## src/hdl/obb_pkg.sv

```systemverilog
// shared types, constants and helpers for the overlapping block blend raster
`default_nettype none

package obb_pkg;

  localparam int BLOCK_SLOTS = 8;
  localparam int COORD_BITS  = 12;
  localparam int DIM_BITS    = COORD_BITS + 1;
  localparam int SLOT_BITS   = 3;
  localparam int CNT_BITS    = 4;
  localparam int CHANNELS    = 3;
  localparam int PROD_BITS   = 16;
  localparam int SUM_BITS    = 20;
  localparam int QUO_BITS    = 11;
  localparam int RECIP_BITS  = 17;
  localparam int RECIP_SHIFT = 16;

  // floor(2^23 / 255), always at or below the true quotient
  localparam logic [15:0] INV255       = 16'd32896;
  localparam int          INV255_SHIFT = 23;

  localparam logic OP_LOAD   = 1'b0;
  localparam logic OP_RENDER = 1'b1;

  typedef enum logic [1:0] {
    REG_IMAGE_WIDTH,
    REG_IMAGE_HEIGHT,
    REG_DEFAULT_COLOR,
    REG_BLOCK_COUNT
  } cfg_reg_e;

  typedef struct packed {
    logic                  opcode;
    logic [SLOT_BITS-1:0]  block_slot;
    logic [COORD_BITS-1:0] block_left;
    logic [COORD_BITS-1:0] block_top;
    logic [COORD_BITS-1:0] block_width;
    logic [COORD_BITS-1:0] block_height;
    logic [31:0]           block_color;
  } in_t;

  typedef struct packed {
    logic [7:0] blue;
    logic [7:0] green;
    logic [7:0] red;
    logic [7:0] alpha;
    logic       covered;
    logic       end_of_frame;
    logic       rejected;
  } out_t;

  typedef struct packed {
    logic                  valid;
    logic                  rejected;
    logic                  end_of_frame;
    logic                  covered;
    logic [7:0]            alpha;
  } side_t;

  // ceil(2^16 / cnt); exact quotient for values below 2^11
  function automatic logic [RECIP_BITS-1:0] recip(input logic [CNT_BITS-1:0] cnt);
    logic [RECIP_BITS-1:0] r;
    unique case (cnt)
      4'd1:    r = 17'd65536;
      4'd2:    r = 17'd32768;
      4'd3:    r = 17'd21846;
      4'd4:    r = 17'd16384;
      4'd5:    r = 17'd13108;
      4'd6:    r = 17'd10923;
      4'd7:    r = 17'd9363;
      4'd8:    r = 17'd8192;
      default: r = '0;
    endcase
    return r;
  endfunction

endpackage

`default_nettype wire

```

## src/hdl/obb_div.sv

```systemverilog
// three stage divide of the weighted channel sums by 255 times the cover count
`default_nettype none

module obb_div import obb_pkg::*; (
  input  logic                              clk,
  input  logic                              rst,
  input  logic                              en,
  input  logic [CHANNELS-1:0][SUM_BITS-1:0] sum,
  input  logic [CNT_BITS-1:0]               cnt,
  input  side_t                             side,
  output logic [CHANNELS-1:0][7:0]          quot,
  output side_t                             side_out
);

  logic [CHANNELS-1:0][SUM_BITS-1:0] e_sum;
  logic [CHANNELS-1:0][QUO_BITS-1:0] e_q0;
  logic [CNT_BITS-1:0]               e_cnt;
  side_t                             e_side;

  logic [CHANNELS-1:0][QUO_BITS-1:0] f_q;
  logic [CNT_BITS-1:0]               f_cnt;
  side_t                             f_side;

  logic [CHANNELS-1:0][QUO_BITS-1:0] q0_next;
  logic [CHANNELS-1:0][QUO_BITS-1:0] q_next;
  logic [CHANNELS-1:0][7:0]          quot_next;

  always_comb begin
    logic [SUM_BITS+15:0]             p;
    logic [SUM_BITS-1:0]              rem;
    logic [QUO_BITS+RECIP_BITS-1:0]   p2;
    for (int ch = 0; ch < CHANNELS; ch++) begin
      // reciprocal estimate, low by at most one
      p = (SUM_BITS+16)'(sum[ch]) * (SUM_BITS+16)'(INV255);
      q0_next[ch] = QUO_BITS'(p >> INV255_SHIFT);
      rem = e_sum[ch] - (SUM_BITS'({e_q0[ch], 8'd0}) - SUM_BITS'(e_q0[ch]));
      q_next[ch] = e_q0[ch] + QUO_BITS'(rem >= SUM_BITS'(255));
      p2 = (QUO_BITS+RECIP_BITS)'(f_q[ch]) * (QUO_BITS+RECIP_BITS)'(recip(f_cnt));
      quot_next[ch] = 8'(p2 >> RECIP_SHIFT);
    end
  end

  always_ff @(posedge clk) begin
    if (rst) begin
      e_side.valid   <= 1'b0;
      f_side.valid   <= 1'b0;
      side_out.valid <= 1'b0;
    end else if (en) begin
      e_sum    <= sum;
      e_q0     <= q0_next;
      e_cnt    <= cnt;
      e_side   <= side;
      f_q      <= q_next;
      f_cnt    <= e_cnt;
      f_side   <= e_side;
      quot     <= quot_next;
      side_out <= f_side;
    end
  end

endmodule

`default_nettype wire

```

## config.mk

```make
export PLATFORM = sky130hd
export DESIGN_NAME = obb_div
export DESIGN_NICKNAME = d
export VERILOG_FILES = /design/src/hdl/obb_pkg.sv /design/src/hdl/obb_div.sv
export SDC_FILE = /design/constraint.sdc
export NUM_CORES = 1
export LEC_CHECK = 0
export ABC_AREA = 1
export BUFFER_PORTS_ARGS = -buffer_cell sky130_fd_sc_hd__buf_4
export CAP_MARGIN = 20
export CORE_MARGIN = 8
export CORE_UTILIZATION = 39
export CTS_BUF_LIST = sky130_fd_sc_hd__clkbuf_2
export DETAILED_ROUTE_END_ITERATION = 10
export GPL_ROUTABILITY_DRIVEN = 0
export RECOVER_POWER = 50
export SYNTH_ARGS = -nofsm -noshare
export SYNTH_HDL_FRONTEND = slang
export SYNTH_SLANG_ARGS = --single-unit
```

## constraint.sdc

```tcl
create_clock -name clk -period 10 [get_ports clk]
set_input_delay 0 -clock clk [delete_from_list [all_inputs] [get_ports clk]]
set_output_delay 0 -clock clk [all_outputs]
set_load 0.01 [all_outputs]
```

==> results.cfg <==
[outcome]
status = complete, but fails checks
failing_checks = max-capacitance violations, max-slew violations

[cells_and_area]
final_core_util = 0.446
stdcell_area_mm2 = 0.0326
drive_above_1_share = 0.0424
final_cell_count_no_fill = 4689
layout_overhead_on_the_synthesized_area_pct = 12.9
nets = 4501
fillerInstances = 7199

[synth]
number_of_enable_flip_flop_cells_after_synthesis = 191
synth.net_count = 4229
synth_top_family_by_area = adder cells
synth_mux_area_frac = 0
synth_adder_area_share = 0.423
synth.top_cell.area_share = 0.270
synthSimpleGateAreaFrac = 0.153
post_synth_num_cell_types = 46
synth_top_area_cell = sky130_fd_sc_hd__fa_1
synth-xor-area-share = 0.0352
synth_compound_area_frac = 0.0480
yosys-top-cells-area = sky130_fd_sc_hd__fa_1 27%, sky130_fd_sc_hd__edfxtp_1 20%, sky130_fd_sc_hd__ha_1 15%
synth-main-ff-cell = sky130_fd_sc_hd__edfxtp_1
synth-seq-area-share = 0.209
syn-cell-area_mm2 = 0.0289
synthCells = 3408
synthesis.area_per_instance_um2 = 8.47
synth_seq_cells = 206
ys.warnings.count = 0
asyncSetResetFlopFracSynth = 0

[sta]
max_slew_margin = -2.15
setup_ws_ns = 4.14
actual_transition_at_the_worst_max_transition_pin_ns = 4.72
period_share = 0.586
clock_skew_ns = 0.173
finalHoldViolCount = 0
rsz_0062_raised_after_global_routing = no
totalNegativeSetupSlack_ns = 0
fin_worst_hold_slack_ns = 0.213
setup_viol_count_final = 0
period_needed_ns = 5.86
clock.fmax_ghz = 0.171
timing_max_transition_violations_final = 186

[clock_network]
post_cts_resized = 0
tritoncts = built
max-clock-path-buffers = 3
ctsRootBufferMaster = sky130_fd_sc_hd__clkbuf_2
cts.reportedPaths.clkPinSlew_ns = 0.11
cts_inserted_buffers = 61
cts_hold_repair.buffers = 158
cts_setup_buffers = 0
clock_insertion_delay_worst_skew_ns = 1.11
cts.sink_count = 206
htree_depth = 2

[die]
core_region_area_mm2 = 0.0731
boundaryPins = 115
rows = 99
initial_util = 0.395
die_x_um = 288
die-area_mm2 = 0.0829
die_y_um = 288

[critical_path]
crit_type = register to register
setup.worst_path.end_class = register
arr_time_crit_path_ns = 6.59
worst_r2r_path_depth = 19
critical_path.startpoint_type = register
cp_max_fo = 22
cp.required_ns = 10.73

[route]
routed_via_density = 4.68
post_drt_wl_per_cell_um = 15.0
wirelength_mm = 70.3
vias = 22000
detail_route.first_pass.iterations = 5
drt-initial-drc-count = 1389
detail-route-antenna-nets = 0
detail_route.drc_violations = 0

[global_routing]
gr-total-overflow = 0
grt_start_max_net_pins = 186
grt_pass1_vias = 23000
track_usage = 0.174
grt_antenna_before_repair = 4
grt_first_pass_wirelength_mm = 116

[min_path]
hold_depth = 3
worst_hold_path_type = input pin to register

[placed_design]
worst_slack_after_detailed_placement_ns = 4.32
place_area_mm2 = 0.0307
hpwl_mm = 55.1
port_bufs = 114
post-place-cells = 4418

[power]
total_power_after_layout_mw = 3.67
leakage_nw = 18.0
vdd.ir_drop.worst_v = 0.0000964
power_density_mw_per_mm2 = 113

[run]
maxCapViolations = 1
-- final timing paths --
| check | startpoint | slack (ns) | end |
|---|---|---|---|
| worst max register to register | register | 4.14 | quot[14] |
| worst min-delay path | side[3] | 0.21 | e_side[3] |
| worst min register to register | f_side[7] | 0.42 | side_out[7] |
| worst max-delay path | register | 4.14 | quot[14] |
-- sequential cells by signal, indices dropped and copies added, names as in the netlist, named ones only --
register and flops:
e_sum 60, e_q0 33, f_q 33, quot 24
e_side 12, f_side 12, side_out 12, e_cnt 4
f_cnt 4
-- cell usage after synthesis (3+ instances only) --
cell type,instances
sky130_fd_sc_hd__a21o_1,5
sky130_fd_sc_hd__a21oi_1,157
sky130_fd_sc_hd__a31oi_1,4
sky130_fd_sc_hd__and2_1,3
sky130_fd_sc_hd__buf_1,6
sky130_fd_sc_hd__buf_2,9
sky130_fd_sc_hd__clkbuf_1,60
sky130_fd_sc_hd__dfxtp_1,15
sky130_fd_sc_hd__edfxtp_1,191
sky130_fd_sc_hd__fa_1,389
sky130_fd_sc_hd__ha_1,353
sky130_fd_sc_hd__inv_1,926
sky130_fd_sc_hd__nand2_1,772
sky130_fd_sc_hd__nand2_2,3
sky130_fd_sc_hd__nand3_1,76
sky130_fd_sc_hd__nand3b_1,16
sky130_fd_sc_hd__nand4_1,33
sky130_fd_sc_hd__nor2_1,146
sky130_fd_sc_hd__nor3_1,15
sky130_fd_sc_hd__nor4_1,5
sky130_fd_sc_hd__o211a_1,3
sky130_fd_sc_hd__o211ai_1,7
sky130_fd_sc_hd__o21ai_0,48
sky130_fd_sc_hd__o21bai_1,8
sky130_fd_sc_hd__o31ai_1,8
sky130_fd_sc_hd__or2_2,8
sky130_fd_sc_hd__xnor2_1,28
sky130_fd_sc_hd__xor2_1,88
-- power by group --
part / switching (mW) / internal [mW]
clock: 0.417 / 0.280
sequential: 0.0627 / 1.04
combinational: 1.15 / 0.721
-- critical path: stages, from the launching register on --
cell and delay (ns):
sky130_fd_sc_hd__dfxtp_1 0.60, sky130_fd_sc_hd__buf_4 0.41, sky130_fd_sc_hd__nand2_1 0.09, sky130_fd_sc_hd__inv_1 0.14, sky130_fd_sc_hd__fa_1 0.46, sky130_fd_sc_hd__fa_1 0.51, sky130_fd_sc_hd__inv_1 0.06, sky130_fd_sc_hd__fa_1 0.53
sky130_fd_sc_hd__inv_1 0.06, sky130_fd_sc_hd__fa_1 0.54, sky130_fd_sc_hd__inv_1 0.06, sky130_fd_sc_hd__fa_1 0.54, sky130_fd_sc_hd__inv_1 0.04, sky130_fd_sc_hd__ha_1 0.34, sky130_fd_sc_hd__nand2_1 0.11, sky130_fd_sc_hd__nor4_1 0.32
sky130_fd_sc_hd__o21ai_0 0.15, sky130_fd_sc_hd__nand3_1 0.25, sky130_fd_sc_hd__a21oi_1 0.14, sky130_fd_sc_hd__xnor2_1 0.15
-- layout make-up --
| class | instances | area, um2 | area share |
|---|---|---|---|
| clock inverters | 31 | 205 | 0.00630 |
| well taps | 959 | 1200 | 0.0368 |
| multi-input cells | 2197 | 19000 | 0.584 |
| clock buffers | 77 | 385 | 0.0118 |
| flip-flops and latches | 206 | 6040 | 0.185 |
| repair buffers | 285 | 2220 | 0.0682 |
| inverters | 929 | 3490 | 0.107 |
| diodes | 5 | 12.5 | 0.000384 |
-- placed cells by master (no fill, tap or decap), drive strengths merged, types with 3 or more instances in the layout --
cell type,synthesis,final
nand2,775,775
nand3b,16,16
ha,353,353
diode,0,5
edfxtp,191,191
o21bai,8,8
nand4,34,34
nor3,15,15
nand3,76,76
dlygate4sd3,0,158
inv,928,931
buf,16,16
fa,389,389
xor2,88,88
o21ai,49,49
and2,3,3
clkbuf,60,188
or2,9,9
clkinv,1,27
dfxtp,15,15
a21oi,159,159
o211ai,7,7
a21o,5,5
a31oi,4,4
nor2,149,149
o31ai,8,8
o211a,3,3
nor4,5,5
xnor2,28,28
-- layer usage --
metal / up-vias / track usage / wire [um]
met5: - / 0 / 0
met4: 0 / 0.0396 / 1400
met3: 99 / 0.0292 / 4040
met2: 551 / 0.296 / 33400
met1: 10400 / 0.230 / 31500
li1: 10900 / - / -
-- cells by family (layout without fill, tap and decap cells) --
logic type      count (synthesis)  after routing
xor+xnor                      116            116
compound gates                252            252
buf+inv                      1005           1322
simple gates                 1087           1087
other cells                     0              5
flops                         206            206
fa+ha+maj                     742            742
Power figures use the tool's default switching activity.
